==> config.mk <==
export PLATFORM = sky130hd
export DESIGN_NAME = cascaded_biquad_iir_filter_top
export DESIGN_NICKNAME = d
export VERILOG_FILES = /design/src/rtl/cbq_pkg.sv /design/src/rtl/cascaded_biquad_iir_filter_top.sv /design/src/rtl/cbq_mac_lane.sv /design/src/rtl/cbq_datapath.sv
export VERILOG_INCLUDE_DIRS = /design/src /design/src/rtl
export SDC_FILE = /design/constraint.sdc
export NUM_CORES = 2
export LEC_CHECK = 0
export BUFFER_PORTS_ARGS = -buffer_cell sky130_fd_sc_hd__buf_2
export CORE_UTILIZATION = 41
export DETAILED_ROUTE_END_ITERATION = 10
export MAX_ROUTING_LAYER = met4
export SYNTH_ARGS = -nofsm -noshare
export SYNTH_HDL_FRONTEND = slang
export SYNTH_SLANG_ARGS = --single-unit
==> constraint.sdc <==
create_clock -name clk -period 10.76 [get_ports clk]
set_input_delay 1.076 -clock clk [delete_from_list [all_inputs] [get_ports clk]]
set_output_delay 1.076 -clock clk [all_outputs]
set_load 0.01 [all_outputs]
==> src/rtl/cascaded_biquad_iir_filter_top_macros.svh <==
// ----------------------------------------------------------------------------
// Assertion macros for the cascaded biquad filter
// Concurrent checks clocked on clk, held off while rst_n is low.
// ----------------------------------------------------------------------------
`ifndef CASCADED_BIQUAD_IIR_FILTER_TOP_MACROS_SVH
`define CASCADED_BIQUAD_IIR_FILTER_TOP_MACROS_SVH

`ifndef SYNTH
// same-cycle implication
`define CBQ_ASSERT_IMP(lbl, ante, cons, msg) \
  lbl: assert property (@(posedge clk) disable iff (!rst_n) (ante) |-> (cons)) \
    else $error(msg);
// next-cycle implication
`define CBQ_ASSERT_NXT(lbl, ante, cons, msg) \
  lbl: assert property (@(posedge clk) disable iff (!rst_n) (ante) |=> (cons)) \
    else $error(msg);
`else
`define CBQ_ASSERT_IMP(lbl, ante, cons, msg)
`define CBQ_ASSERT_NXT(lbl, ante, cons, msg)
`endif

`endif

==> src/rtl/cbq_pkg.sv <==
// ----------------------------------------------------------------------------
// cbq_pkg
// Shared constants, register indices and control types of the biquad cascade.
// ----------------------------------------------------------------------------
`timescale 1ns / 1ps

package cbq_pkg;

  localparam int SAMPLE_W       = 16;
  localparam int COEF_W         = 18;
  localparam int FRAC_BITS      = 16;
  localparam int NUM_LANES      = 5;
  localparam int LANE_IDX_W     = 3;
  localparam int BIT_CNT_W      = $clog2(COEF_W);
  localparam int CFG_IDX_W      = 3;
  localparam int NUM_STAGES_DEF = 4;
  localparam int STATE_W_DEF    = 24;

  // register indices, also the lane that carries each coefficient
  localparam logic [CFG_IDX_W-1:0] REG_B0 = 3'd0;
  localparam logic [CFG_IDX_W-1:0] REG_B1 = 3'd1;
  localparam logic [CFG_IDX_W-1:0] REG_B2 = 3'd2;
  localparam logic [CFG_IDX_W-1:0] REG_A1 = 3'd3;
  localparam logic [CFG_IDX_W-1:0] REG_A2 = 3'd4;
  localparam logic [CFG_IDX_W-1:0] REG_EN = 3'd5;

  localparam logic signed [SAMPLE_W-1:0] SAMPLE_MAX = 16'sh7fff;
  localparam logic signed [SAMPLE_W-1:0] SAMPLE_MIN = 16'sh8000;

  typedef logic [NUM_LANES-1:0][COEF_W-1:0] cbq_coef_vec_t;

  // bit-serial multiplier lane control
  typedef struct packed {
    logic load;   // reload coefficient shifter, clear product
    logic step;   // consume one coefficient bit, MSB first
    logic first;  // current bit is the sign bit
  } cbq_lane_ctrl_t;

  // datapath control
  typedef struct packed {
    cbq_lane_ctrl_t          lane;
    logic                    sum_en;   // fold one lane product into the sum
    logic [LANE_IDX_W-1:0]   sum_idx;  // lane being folded
    logic                    upd;      // finish stage, rotate delay lines
    logic                    take;     // load new input sample
    logic                    clr;      // clear delay lines
  } cbq_dp_ctrl_t;

endpackage

==> src/rtl/cascaded_biquad_iir_filter_top.sv <==
// ----------------------------------------------------------------------------
// cascaded_biquad_iir_filter_top
// Cascade of direct-form-I biquads sharing one coefficient set, Q15 samples.
// ----------------------------------------------------------------------------
//   in_valid/in_ready/in_sample_in takes one Q15 sample per transfer;
//   out_valid/out_ready/out_sample_out returns one saturated sample per
//   input, in order. cfg_wr_en with cfg_index and cfg_data writes one
//   register (b0, b1, b2, a1, a2, enable); write only while idle. Any
//   coefficient write clears every stage's delay state.
//   Each stage: bit-serial multiply (five lanes in parallel), then summing
//   the lane products, then rounding and update. With enable low the
//   sample bypasses the stages. in_ready is high only while no sample is
//   being processed, so a new sample waits until the last one has been
//   handed to the output register.
//   A stalled result waits in the output register; the next sample may be
//   accepted and processed, and waits at its own output step.
//   Reset (synchronous, rst_n low) clears coefficients, enable, delay state
//   and the output valid flag.
// ----------------------------------------------------------------------------
`timescale 1ns / 1ps
`include "cascaded_biquad_iir_filter_top_macros.svh"

module cascaded_biquad_iir_filter_top
  import cbq_pkg::*;
#(
  parameter int NUM_STAGES  = NUM_STAGES_DEF,
  parameter int STATE_WIDTH = STATE_W_DEF
) (
  input  logic                       clk,
  input  logic                       rst_n,
  input  logic                       in_valid,
  output logic                       in_ready,
  input  logic signed [SAMPLE_W-1:0] in_sample_in,
  output logic                       out_valid,
  input  logic                       out_ready,
  output logic signed [SAMPLE_W-1:0] out_sample_out,
  input  logic                       cfg_wr_en,
  input  logic [CFG_IDX_W-1:0]       cfg_index,
  input  logic [COEF_W-1:0]          cfg_data
);

  localparam int STG_W = (NUM_STAGES > 1) ? $clog2(NUM_STAGES) : 1;
  localparam logic [STG_W-1:0]      STG_LAST = STG_W'(NUM_STAGES - 1);
  localparam logic [BIT_CNT_W-1:0]  BIT_LAST = BIT_CNT_W'(COEF_W - 1);
  localparam logic [LANE_IDX_W-1:0] SUM_LAST = LANE_IDX_W'(NUM_LANES - 1);

  typedef enum logic [4:0] {
    S_IDLE = 5'b00001,
    S_MUL  = 5'b00010,
    S_SUM  = 5'b00100,
    S_UPD  = 5'b01000,
    S_OUT  = 5'b10000
  } cbq_state_t;

  cbq_state_t state_r, state_nxt;
  logic [BIT_CNT_W-1:0]  bit_cnt_r, bit_cnt_nxt;
  logic [LANE_IDX_W-1:0] sum_cnt_r, sum_cnt_nxt;
  logic [STG_W-1:0]      stg_cnt_r, stg_cnt_nxt;

  cbq_coef_vec_t coef_r;
  logic          en_r;
  logic          out_valid_r, out_valid_nxt;
  logic signed [SAMPLE_W-1:0] out_sample_r, out_sample_nxt;

  cbq_dp_ctrl_t ctrl;
  logic signed [SAMPLE_W-1:0] dp_result;

  // configuration registers
  always_ff @(posedge clk) begin
    if (!rst_n) begin
      coef_r <= '0;
      en_r   <= 1'b0;
    end else if (cfg_wr_en) begin
      case (cfg_index)
        REG_B0:  coef_r[REG_B0] <= cfg_data;
        REG_B1:  coef_r[REG_B1] <= cfg_data;
        REG_B2:  coef_r[REG_B2] <= cfg_data;
        REG_A1:  coef_r[REG_A1] <= cfg_data;
        REG_A2:  coef_r[REG_A2] <= cfg_data;
        REG_EN:  en_r           <= cfg_data[0];
        default: ;
      endcase
    end
  end

  assign in_ready = (state_r == S_IDLE);

  // sequencer
  always_comb begin
    state_nxt      = state_r;
    bit_cnt_nxt    = bit_cnt_r;
    sum_cnt_nxt    = sum_cnt_r;
    stg_cnt_nxt    = stg_cnt_r;
    out_valid_nxt  = out_valid_r;
    out_sample_nxt = out_sample_r;
    ctrl.lane      = '0;
    ctrl.sum_en    = 1'b0;
    ctrl.sum_idx   = sum_cnt_r;
    ctrl.upd       = 1'b0;
    ctrl.take      = 1'b0;
    // coefficient writes clear the delay state
    ctrl.clr       = cfg_wr_en &&
                     (cfg_index inside {REG_B0, REG_B1, REG_B2, REG_A1, REG_A2});

    if (out_valid_r && out_ready) begin
      out_valid_nxt = 1'b0;
    end

    case (state_r)
      S_IDLE: begin
        if (in_valid) begin
          ctrl.take = 1'b1;
          if (en_r) begin
            ctrl.lane.load = 1'b1;
            bit_cnt_nxt    = '0;
            stg_cnt_nxt    = '0;
            state_nxt      = S_MUL;
          end else begin
            state_nxt = S_OUT;
          end
        end
      end
      S_MUL: begin
        ctrl.lane.step  = 1'b1;
        ctrl.lane.first = (bit_cnt_r == '0);
        bit_cnt_nxt     = bit_cnt_r + 1'b1;
        if (bit_cnt_r == BIT_LAST) begin
          sum_cnt_nxt = '0;
          state_nxt   = S_SUM;
        end
      end
      S_SUM: begin
        ctrl.sum_en = 1'b1;
        sum_cnt_nxt = sum_cnt_r + 1'b1;
        if (sum_cnt_r == SUM_LAST) begin
          state_nxt = S_UPD;
        end
      end
      S_UPD: begin
        ctrl.upd = 1'b1;
        if (stg_cnt_r == STG_LAST) begin
          state_nxt = S_OUT;
        end else begin
          stg_cnt_nxt    = stg_cnt_r + 1'b1;
          bit_cnt_nxt    = '0;
          ctrl.lane.load = 1'b1;
          state_nxt      = S_MUL;
        end
      end
      S_OUT: begin
        if (!out_valid_r || out_ready) begin
          out_valid_nxt  = 1'b1;
          out_sample_nxt = dp_result;
          state_nxt      = S_IDLE;
        end
      end
      default: state_nxt = S_IDLE;
    endcase
  end

  always_ff @(posedge clk) begin
    if (!rst_n) begin
      state_r     <= S_IDLE;
      bit_cnt_r   <= '0;
      sum_cnt_r   <= '0;
      stg_cnt_r   <= '0;
      out_valid_r <= 1'b0;
    end else begin
      state_r     <= state_nxt;
      bit_cnt_r   <= bit_cnt_nxt;
      sum_cnt_r   <= sum_cnt_nxt;
      stg_cnt_r   <= stg_cnt_nxt;
      out_valid_r <= out_valid_nxt;
    end
  end

  always_ff @(posedge clk) begin
    out_sample_r <= out_sample_nxt;
  end

  assign out_valid      = out_valid_r;
  assign out_sample_out = out_sample_r;

  cbq_datapath #(
    .NUM_STAGES  (NUM_STAGES),
    .STATE_WIDTH (STATE_WIDTH)
  ) u_datapath (
    .clk       (clk),
    .rst_n     (rst_n),
    .ctrl      (ctrl),
    .coef      (coef_r),
    .in_sample (in_sample_in),
    .result    (dp_result)
  );

  // checks
  `CBQ_ASSERT_NXT(a_busy_after_accept, in_valid && in_ready && en_r, !in_ready, "ready after filtered transfer")
  `CBQ_ASSERT_IMP(a_out_from_out_state, $rose(out_valid_r), $past(state_r == S_OUT), "result raised outside output step")
  `CBQ_ASSERT_NXT(a_sum_after_bits, state_r == S_MUL && bit_cnt_r == BIT_LAST, state_r == S_SUM, "summation not entered after last coefficient bit")

endmodule

==> src/rtl/cbq_mac_lane.sv <==
// ----------------------------------------------------------------------------
// cbq_mac_lane
// Bit-serial signed multiplier: coefficient shifted out MSB first, one bit a
// cycle, product built by shift-and-add into a full-precision accumulator.
// ----------------------------------------------------------------------------
`timescale 1ns / 1ps

module cbq_mac_lane
  import cbq_pkg::*;
#(
  parameter int OP_W = STATE_W_DEF
) (
  input  logic                             clk,
  input  cbq_lane_ctrl_t                   ctrl,
  input  logic        [COEF_W-1:0]         coef,
  input  logic signed [OP_W-1:0]           op,
  output logic signed [OP_W+COEF_W-1:0]    prod
);

  localparam int ACC_W = OP_W + COEF_W;

  logic signed [ACC_W-1:0]  acc_r, acc_nxt;
  logic        [COEF_W-1:0] csr_r, csr_nxt;
  logic signed [ACC_W-1:0]  op_ext;
  logic signed [ACC_W-1:0]  pp;

  assign op_ext = ACC_W'(op);

  // partial product: sign bit of the coefficient carries negative weight
  always_comb begin
    pp = '0;
    if (csr_r[COEF_W-1]) begin
      pp = ctrl.first ? -op_ext : op_ext;
    end
  end

  always_comb begin
    acc_nxt = acc_r;
    csr_nxt = csr_r;
    if (ctrl.load) begin
      acc_nxt = '0;
      csr_nxt = coef;
    end else if (ctrl.step) begin
      acc_nxt = (acc_r <<< 1) + pp;
      csr_nxt = csr_r << 1;
    end
  end

  always_ff @(posedge clk) begin
    acc_r <= acc_nxt;
    csr_r <= csr_nxt;
  end

  assign prod = acc_r;

endmodule

==> src/rtl/cbq_datapath.sv <==
// ----------------------------------------------------------------------------
// cbq_datapath
// Five multiplier lanes, product summation, rounding and saturation, and the
// per-stage delay lines held as rotating shift lines (current stage at tap 0).
// ----------------------------------------------------------------------------
`timescale 1ns / 1ps

module cbq_datapath
  import cbq_pkg::*;
#(
  parameter int NUM_STAGES  = NUM_STAGES_DEF,
  parameter int STATE_WIDTH = STATE_W_DEF
) (
  input  logic                       clk,
  input  logic                       rst_n,
  input  cbq_dp_ctrl_t               ctrl,
  input  cbq_coef_vec_t              coef,
  input  logic signed [SAMPLE_W-1:0] in_sample,
  output logic signed [SAMPLE_W-1:0] result
);

  localparam int ACC_W = STATE_WIDTH + COEF_W;
  localparam int SUM_W = ACC_W + 3;
  localparam logic signed [SUM_W-1:0] RND_HALF = SUM_W'(1) << (FRAC_BITS - 1);
  localparam logic signed [STATE_WIDTH-1:0] ST_MAX = {1'b0, {(STATE_WIDTH-1){1'b1}}};
  localparam logic signed [STATE_WIDTH-1:0] ST_MIN = {1'b1, {(STATE_WIDTH-1){1'b0}}};

  logic signed [STATE_WIDTH-1:0] x_r, x_nxt;
  logic signed [STATE_WIDTH-1:0] xin1_r  [NUM_STAGES];
  logic signed [STATE_WIDTH-1:0] xin2_r  [NUM_STAGES];
  logic signed [STATE_WIDTH-1:0] yout1_r [NUM_STAGES];
  logic signed [STATE_WIDTH-1:0] yout2_r [NUM_STAGES];

  logic signed [STATE_WIDTH-1:0] ops  [NUM_LANES];
  logic signed [ACC_W-1:0]       prod [NUM_LANES];

  logic signed [SUM_W-1:0] sum_r, sum_nxt;
  logic signed [SUM_W-1:0] sum_base, prod_ext;
  logic signed [SUM_W-1:0] rsum, rsh;
  logic signed [STATE_WIDTH-1:0] y_stage;
  logic [SUM_W-STATE_WIDTH:0] rsh_top;
  logic [STATE_WIDTH-SAMPLE_W:0] x_top;

  // lane operands: stage input, past inputs, past outputs
  assign ops[REG_B0] = x_r;
  assign ops[REG_B1] = xin1_r[0];
  assign ops[REG_B2] = xin2_r[0];
  assign ops[REG_A1] = yout1_r[0];
  assign ops[REG_A2] = yout2_r[0];

  for (genvar g = 0; g < NUM_LANES; g++) begin : g_lane
    cbq_mac_lane #(
      .OP_W (STATE_WIDTH)
    ) u_lane (
      .clk  (clk),
      .ctrl (ctrl.lane),
      .coef (coef[g]),
      .op   (ops[g]),
      .prod (prod[g])
    );
  end

  // fold lane products one per cycle; feedback terms subtracted
  always_comb begin
    sum_base = (ctrl.sum_idx == REG_B0) ? '0 : sum_r;
    prod_ext = SUM_W'(prod[ctrl.sum_idx]);
    sum_nxt  = sum_r;
    if (ctrl.sum_en) begin
      if (ctrl.sum_idx == REG_A1 || ctrl.sum_idx == REG_A2) begin
        sum_nxt = sum_base - prod_ext;
      end else begin
        sum_nxt = sum_base + prod_ext;
      end
    end
  end

  always_ff @(posedge clk) begin
    sum_r <= sum_nxt;
  end

  // round half up to Q15, saturate to state width
  always_comb begin
    rsum    = sum_r + RND_HALF;
    rsh     = rsum >>> FRAC_BITS;
    rsh_top = rsh[SUM_W-1:STATE_WIDTH-1];
    if (&rsh_top || ~|rsh_top) begin
      y_stage = rsh[STATE_WIDTH-1:0];
    end else begin
      y_stage = rsh[SUM_W-1] ? ST_MIN : ST_MAX;
    end
  end

  // stage input register
  always_comb begin
    x_nxt = x_r;
    if (ctrl.take) begin
      x_nxt = STATE_WIDTH'(in_sample);
    end else if (ctrl.upd) begin
      x_nxt = y_stage;
    end
  end

  always_ff @(posedge clk) begin
    x_r <= x_nxt;
  end

  // delay lines: rotate one place per finished stage
  always_ff @(posedge clk) begin
    if (!rst_n || ctrl.clr) begin
      for (int i = 0; i < NUM_STAGES; i++) begin
        xin1_r[i]  <= '0;
        xin2_r[i]  <= '0;
        yout1_r[i] <= '0;
        yout2_r[i] <= '0;
      end
    end else if (ctrl.upd) begin
      for (int i = 0; i < NUM_STAGES - 1; i++) begin
        xin1_r[i]  <= xin1_r[i+1];
        xin2_r[i]  <= xin2_r[i+1];
        yout1_r[i] <= yout1_r[i+1];
        yout2_r[i] <= yout2_r[i+1];
      end
      xin1_r[NUM_STAGES-1]  <= x_r;
      xin2_r[NUM_STAGES-1]  <= xin1_r[0];
      yout1_r[NUM_STAGES-1] <= y_stage;
      yout2_r[NUM_STAGES-1] <= yout1_r[0];
    end
  end

  // output saturation to Q15
  always_comb begin
    x_top = x_r[STATE_WIDTH-1:SAMPLE_W-1];
    if (&x_top || ~|x_top) begin
      result = x_r[SAMPLE_W-1:0];
    end else begin
      result = x_r[STATE_WIDTH-1] ? SAMPLE_MIN : SAMPLE_MAX;
    end
  end

endmodule
## After elaboration in Yosys (flattened, before gate mapping)

Memories as Yosys holds them, arrays and structs flattened.
Cells that the tools add are included.

- Bits in registers: 492
- RAM bits: 384
- Input port bits: 42
- Output and inout port bits: 18
- Memories: 4

- Add/subtract/negate cells: 16
- Order comparisons: 1
- Equal/unequal tests: 20
- Multiplexer cells: 81
- Bitwise operators: 17
- Reductions and logical operators: 35

Memories:

| name | depth | bits a word | rd ports | clocked after memory_dff | wr ports | line | RTL |
|---|---|---|---|---|---|---|---|
| u_datapath.xin1_r | 4 | 24 | 4 | 0 | 4 | cbq_datapath.sv:29 | `logic signed [STATE_WIDTH-1:0] xin1_r [NUM_STAGES];` |
| u_datapath.xin2_r | 4 | 24 | 4 | 0 | 4 | cbq_datapath.sv:30 | `logic signed [STATE_WIDTH-1:0] xin2_r [NUM_STAGES];` |
| u_datapath.yout1_r | 4 | 24 | 4 | 0 | 4 | cbq_datapath.sv:31 | `logic signed [STATE_WIDTH-1:0] yout1_r [NUM_STAGES];` |
| u_datapath.yout2_r | 4 | 24 | 4 | 0 | 4 | cbq_datapath.sv:32 | `logic signed [STATE_WIDTH-1:0] yout2_r [NUM_STAGES];` |

Operator list:

| kind | number |
|---|---|
| $mux 42 | 12 |
| $mux 24 | 20 |
| $add 42x42->42 | 5 |
| $neg 24->42 | 5 |
| $mux 18 | 10 |
| $bmux 42 s3 | 1 |
| $mux 45 | 2 |
| $add 45x17->45 const B | 1 |
| $add 45x42->45 | 1 |
| $mux 5 | 9 |
| $sub 45x42->45 | 1 |
| $mux 16 | 2 |
| $pmux 5 s5 | 1 |
| $or 1x1->1 | 16 |
| $reduce_and 2->1 | 8 |
| $mux 1 | 15 |
| $pmux 5 s3 | 1 |
| $reduce_and 4->1 | 3 |
| $eq 5x5->1 const B | 2 |
| $ne 2x2->1 const B | 5 |
| $eq 3x2->1 const B | 3 |
| $eq 3x3->1 const B | 3 |
| $reduce_and 9->1 | 1 |
| $reduce_or 9->1 | 1 |
| other kinds (27) | 42 |

## Logic depth before layout (Yosys ltp)

- Depth in word-level cells: 7
- Gate-level depth with buffers: 26
- Depth with buffers taken out: 22

## By module

From an unflattened synthesis, not the netlist that was laid out.

- Cell total of the unflattened synthesis: 5522
- Area total of the unflattened synthesis: 53954.2 sq um

By module, submodules not included:

| module | times used | cells an instance | area each (sq um) | seq. area each (sq um) |
|---|---|---|---|---|
| cbq_datapath | 1 | 1887 | 22999.6 | 13603.0 |
| cbq_mac_lane (u_datapath.g_lane[0].u_lane ...) | 4 | 624 | 5223.8 | 1381.3 |
| cbq_mac_lane (u_datapath.g_lane[4].u_lane) | 1 | 614 | 5177.5 | 1381.3 |
| cascaded_biquad_iir_filter_top | 1 | 525 | 4882.2 | 2622.5 |

## Worst setup path before layout

No wires, ideal clock.

- Path kind: in2reg
- Start: input port cfg_index[0]
- End: memory u_datapath.xin1_r[0][0] (netlist bit) (enable)
- Setup time: 2.811 ns
- Arrival: 7.918 ns
- Required time: 7.949 ns
- Slack: 0.031 ns
- Cell stages on the path: 4
- Cell sequence: o21ai_0 a21boi_1 clkbuf_1 nand2_1

RTL lines:

| element | line | RTL |
|---|---|---|
| start, declared | cascaded_biquad_iir_filter_top.sv:38 | `input logic [CFG_IDX_W-1:0] cfg_index,` |
| end, declared | cbq_datapath.sv:29 |  |

## Final worst setup path

- Start: register state_r[4]
- End: register u_datapath.g_lane[3].u_lane.acc_r[41]

- Word-level cells in the longest chain between the ends: 5

RTL lines:

| element | line | RTL |
|---|---|---|
| start, declared | cascaded_biquad_iir_filter_top.sv:55 | `cbq_state_t state_r, state_nxt;` |
| start signal, assigned | cascaded_biquad_iir_filter_top.sv:169 | `state_r <= state_nxt;` |
| $eq 5x2->1 | cascaded_biquad_iir_filter_top.sv:109 | `case (state_r)` |
| $mux 2 | cascaded_biquad_iir_filter_top.sv:109 |  |
| $mux 42 | cbq_mac_lane.sv:33 | `pp = ctrl.first ? -op_ext : op_ext;` |
| $mux 42 | cbq_mac_lane.sv:32 | `if (csr_r[COEF_W-1]) begin` |
| $add 42x42->42 | cbq_mac_lane.sv:44 | `acc_nxt = (acc_r <<< 1) + pp;` |
| end signal, assigned | cbq_mac_lane.sv:50 | `acc_r <= acc_nxt;` |
| end, declared | cbq_mac_lane.sv:22 | `logic signed [ACC_W-1:0] acc_r, acc_nxt;` |

Several ways; a longest one is shown, not always the timed one.
A chain may end at the register's enable or synchronous reset.

==> key figures <==
Timing
  – WHS: 462 ps
  – Fin crit period: 7310 ps
  – Worst slew pin tran: 1200 ps
  – Unrepaired setup endpoints after global routing: no
  – Max-slew violations: 0
  – Slew HR: 0.197
  – Final hold violations: 0
  – Final count of negative-setup-slack endpoints: 0
  – Max Clk Rate: 0.137 GHz
  – Final clock period utilization by the worst path: 0.680
  – Setup total negative slack: 0 ps
  – Skew final: 62.6 ps

Cells and area
  – Final #Nets: 5724
  – Filler cells: 11900
  – Most frequent cells in the layout: nand2_1 (910), edfxtp_1 (559), a21oi_1 (402), and3_1 (387), dfxtp_1 (315)
  – Sequential cell area: 0.0231 mm2
  – Layout area overhead: 9.52%
  – Final instance area: 0.0565 mm2
  – Multi-input gate area: 0.0270 mm2
  – Util after Layout: 0.455
  – Ratio of cells with drive above 1 in the final layout: 0.0609
  – Most common cell after layout, fill and taps aside: nand2_1

Drt
  – ANT nets after route: 0
  – Final WL: 149 mm
  – Pre-Repair DR Iteration Count: 6
  – Via count: 40700
  – # DRC: 0
  – Routed vias/inst: 5.70
  – Routed length per instance: 20.8 um
  – Initial DRC Count: 3687

Pwr
  – Static leakage: 24.0 nW
  – Pint: 0.00735 W
  – Total Power: 0.0113 W
  – Clock power frac: 0.309
  – Sw Ratio: 0.348
  – Combinational Power Share: 0.279
  – Peak VDD IR: 0.149 mV
  – NetSw: 0.00392 W
  – Sequential share of power: 0.412
  – PwrDens: 199 mW/mm2

Floorplan
  – Initial Utilization: 0.415
  – Core area: 0.124 mm2
  – Rows: 129
  – Die W: 357 um
  – Full die area: 0.127 mm2
  – Die Span Y: 357 um
  – Number of top-level pins: 60

Clock network
  – CTS Buffer Depth: 3
  – CTS tree: built
  – Worst-path clk slew: 60 ps
  – Num CTS Buffers: 97
  – CTS Hold Bufs: 0
  – Clock Sinks: 876
  – Setup bufs post-CTS: 0
  – Worst-Skew Late Latency: 730 ps
  – H-Tree Depth: 3
  – PostCTS Resize Cnt: 0
  – Clock root cell: clkbuf_16

Synthesis
  – Post-synthesis net count: 5841
  – Synth Instances: 5536
  – Post-synth EDFFs: 559
  – Mapped Area: 0.0516 mm2
  – Post-synthesis async set-or-reset flop share: 0
  – Main flop type after synthesis: edfxtp_1
  – Sequential fraction of the synthesis area: 0.448
  – Syn avg cell area: 9.32 um2
  – Synth unique cells: 84
  – Ys Warns: 0
  – #FFs+latches synth: 876

Setup path
  – R2R depth: 19
  – Critical Path Stages: 19
  – Reg-to-reg setup timing slack: 3450 ps
  – WS Path Type: register to register
  – CP Capture Type: register
  – Reg-to-reg endpoint: u_datapath.g_lane[3].u_lane.prod[41]$_SDFFE_PP0P_
  – Crit path cell chain: nor2_1 > nor4bb_4 > buf_12 > and4b_4 > buf_4 > o31ai_1 > xnor2_1 > and2_1 > ha_1 > a211oi_1 > nor2_1 > o31ai_1 > o221ai_1 > o21ai_0 > o21ai_0 > a31oi_1 > and3b_1 > or4_1 > nand3_1
  – WP data arrival: 7960 ps
  – Worst endpoint required time: 11410 ps
  – Crit path max fanout: 143
  – Worst path slowest cell: and4b_4
  – CP max stage delay: 700 ps
  – RR Startpoint: state_r[4]$_SDFFE_PN0P_
  – Startpoint Class: register
  – CP Launch Point: state_r[4]$_SDFFE_PN0P_
  – Family with the most delay on the worst path: compound AO/OA/AOI/OAI gates
  – WP buf/inv: 2
  – Worst setup path end: u_datapath.g_lane[3].u_lane.prod[41]$_SDFFE_PP0P_

Global route
  – First-pass GRT wire length: 227 mm
  – Vias in the first global route: 37400
  – Largest net degree at the start of global routing: 217
  – Initial antenna violation count: 4
  – Total track usage: 0.236
  – Gr ovfl total: 0

Placed design
  – Placed Area: 0.0532 mm2
  – HPWL Detailed: 104 mm
  – Placer's final routability congestion estimate: 0.960
  – PortBufs: 59

Outcome
  – Status: finished, final reports clean

Job
  – Max-cap violations: 0

Min path
  – Worst min path class: register to register
per-layer routing:
layer  vias up  wire (um)  global-route usage
met3       157      10100              0.0332
li1      19800          -                   -
met2      1113      64000               0.341
met4         0       2830              0.0583
met5         -          0                   -
met1     19700      71700               0.344
cells in the mapped netlist, types with 132 or more instances:
| library cell | count | share of area |
|---|---|---|
| ha_1 | 257 | 0.062 |
| clkbuf_1 | 285 | 0.021 |
| nand2_1 | 911 | 0.066 |
| and3_1 | 388 | 0.047 |
| dfxtp_1 | 317 | 0.12 |
| a21o_1 | 167 | 0.024 |
| a21oi_1 | 403 | 0.039 |
| xnor2_1 | 236 | 0.040 |
| xor2_1 | 132 | 0.022 |
| nor2_1 | 278 | 0.020 |
| o21ai_0 | 277 | 0.027 |
| a21boi_0 | 152 | 0.022 |
| and2_1 | 156 | 0.019 |
| edfxtp_1 | 559 | 0.33 |
cell type report:
cell class / count / share of cell area
clock buffers: 126 / 0.0463
diodes: 2 / 0.0000885
repair buffers: 105 / 0.0120
multi-input cells: 4260 / 0.478
well taps: 1637 / 0.0362
clock inverters: 57 / 0.0125
flip-flops and latches: 876 / 0.409
inverters: 79 / 0.00529
how the worst min path moves through the flow:
stage	to	cells after the start	start	slack [ps]
3_3_place_gp	coef_r[36]$_SDFFE_PN0P_	2	coef_r[36]$_SDFFE_PN0P_	450
2_1_floorplan	u_datapath.g_lane[2].u_lane.prod[41]$_SDFFE_PP0P_	2	u_datapath.g_lane[2].u_lane.prod[41]$_SDFFE_PP0P_	420
3_5_place_dp	coef_r[54]$_SDFFE_PN0P_	2	coef_r[54]$_SDFFE_PN0P_	460
6_report	coef_r[54]$_SDFFE_PN0P_	2	coef_r[54]$_SDFFE_PN0P_	460
4_1_cts	coef_r[54]$_SDFFE_PN0P_	2	coef_r[54]$_SDFFE_PN0P_	460
5_1_grt	coef_r[54]$_SDFFE_PN0P_	2	coef_r[54]$_SDFFE_PN0P_	480
stage by stage:
stage / instances / setup slack (ps)
3_5_place_dp: 6957 / 3520
4_1_cts: 7140 / 3500
5_1_grt: 7141 / 3090
2_1_floorplan: 5536 / 31.2
6_report: 7142 / 3450
3_3_place_gp: 6957 / 3520
sequential cells by signal, indices dropped and copies added, names as in the netlist:
signal                          count
u_datapath.g_lane.u_lane.prod     210
u_datapath.xin1_r                  96
u_datapath.xin2_r                  96
u_datapath.yout1_r                 96
u_datapath.yout2_r                 96
coef_r                             90
u_datapath.g_lane.u_lane.csr_r     90
u_datapath.sum_r                   45
u_datapath.x_r                     24
out_sample_out                     16
bit_cnt_r                           5
state_r                             5
sum_cnt_r                           3
stg_cnt_r                           2
en_r                                1
out_valid                           1
power groups by stage:
stage | Sequential (W) | Combinational, W | Clock, W
after floorplan | 0.00435 | 0.00245 | 0
after global placement | 0.00467 | 0.00306 | 0
after detailed placement | 0.00467 | 0.00308 | 0
after CTS | 0.00460 | 0.00310 | 0.00356
after global routing | 0.00466 | 0.00349 | 0.00368
final | 0.00464 | 0.00314 | 0.00348
cells by family (layout without fill, tap and decap cells):
group | after synthesis | after routing | share of synthesized area
buf+inv | 400 | 367 | 0.0298
mux | 67 | 67 | 0.0188
fa+ha+maj | 263 | 263 | 0.0646
xor+xnor | 369 | 369 | 0.0630
flops | 876 | 876 | 0.448
compound gates | 1413 | 1413 | 0.174
simple gates | 2148 | 2148 | 0.202
other cells | 0 | 2 | 0
worst min-delay path, stage by stage, from the launching register on:
cell and delay [ps]:
dfxtp_1 300, nand2_1 40, a21boi_0 60
Note: power is estimated with default switching activity, not from simulation.
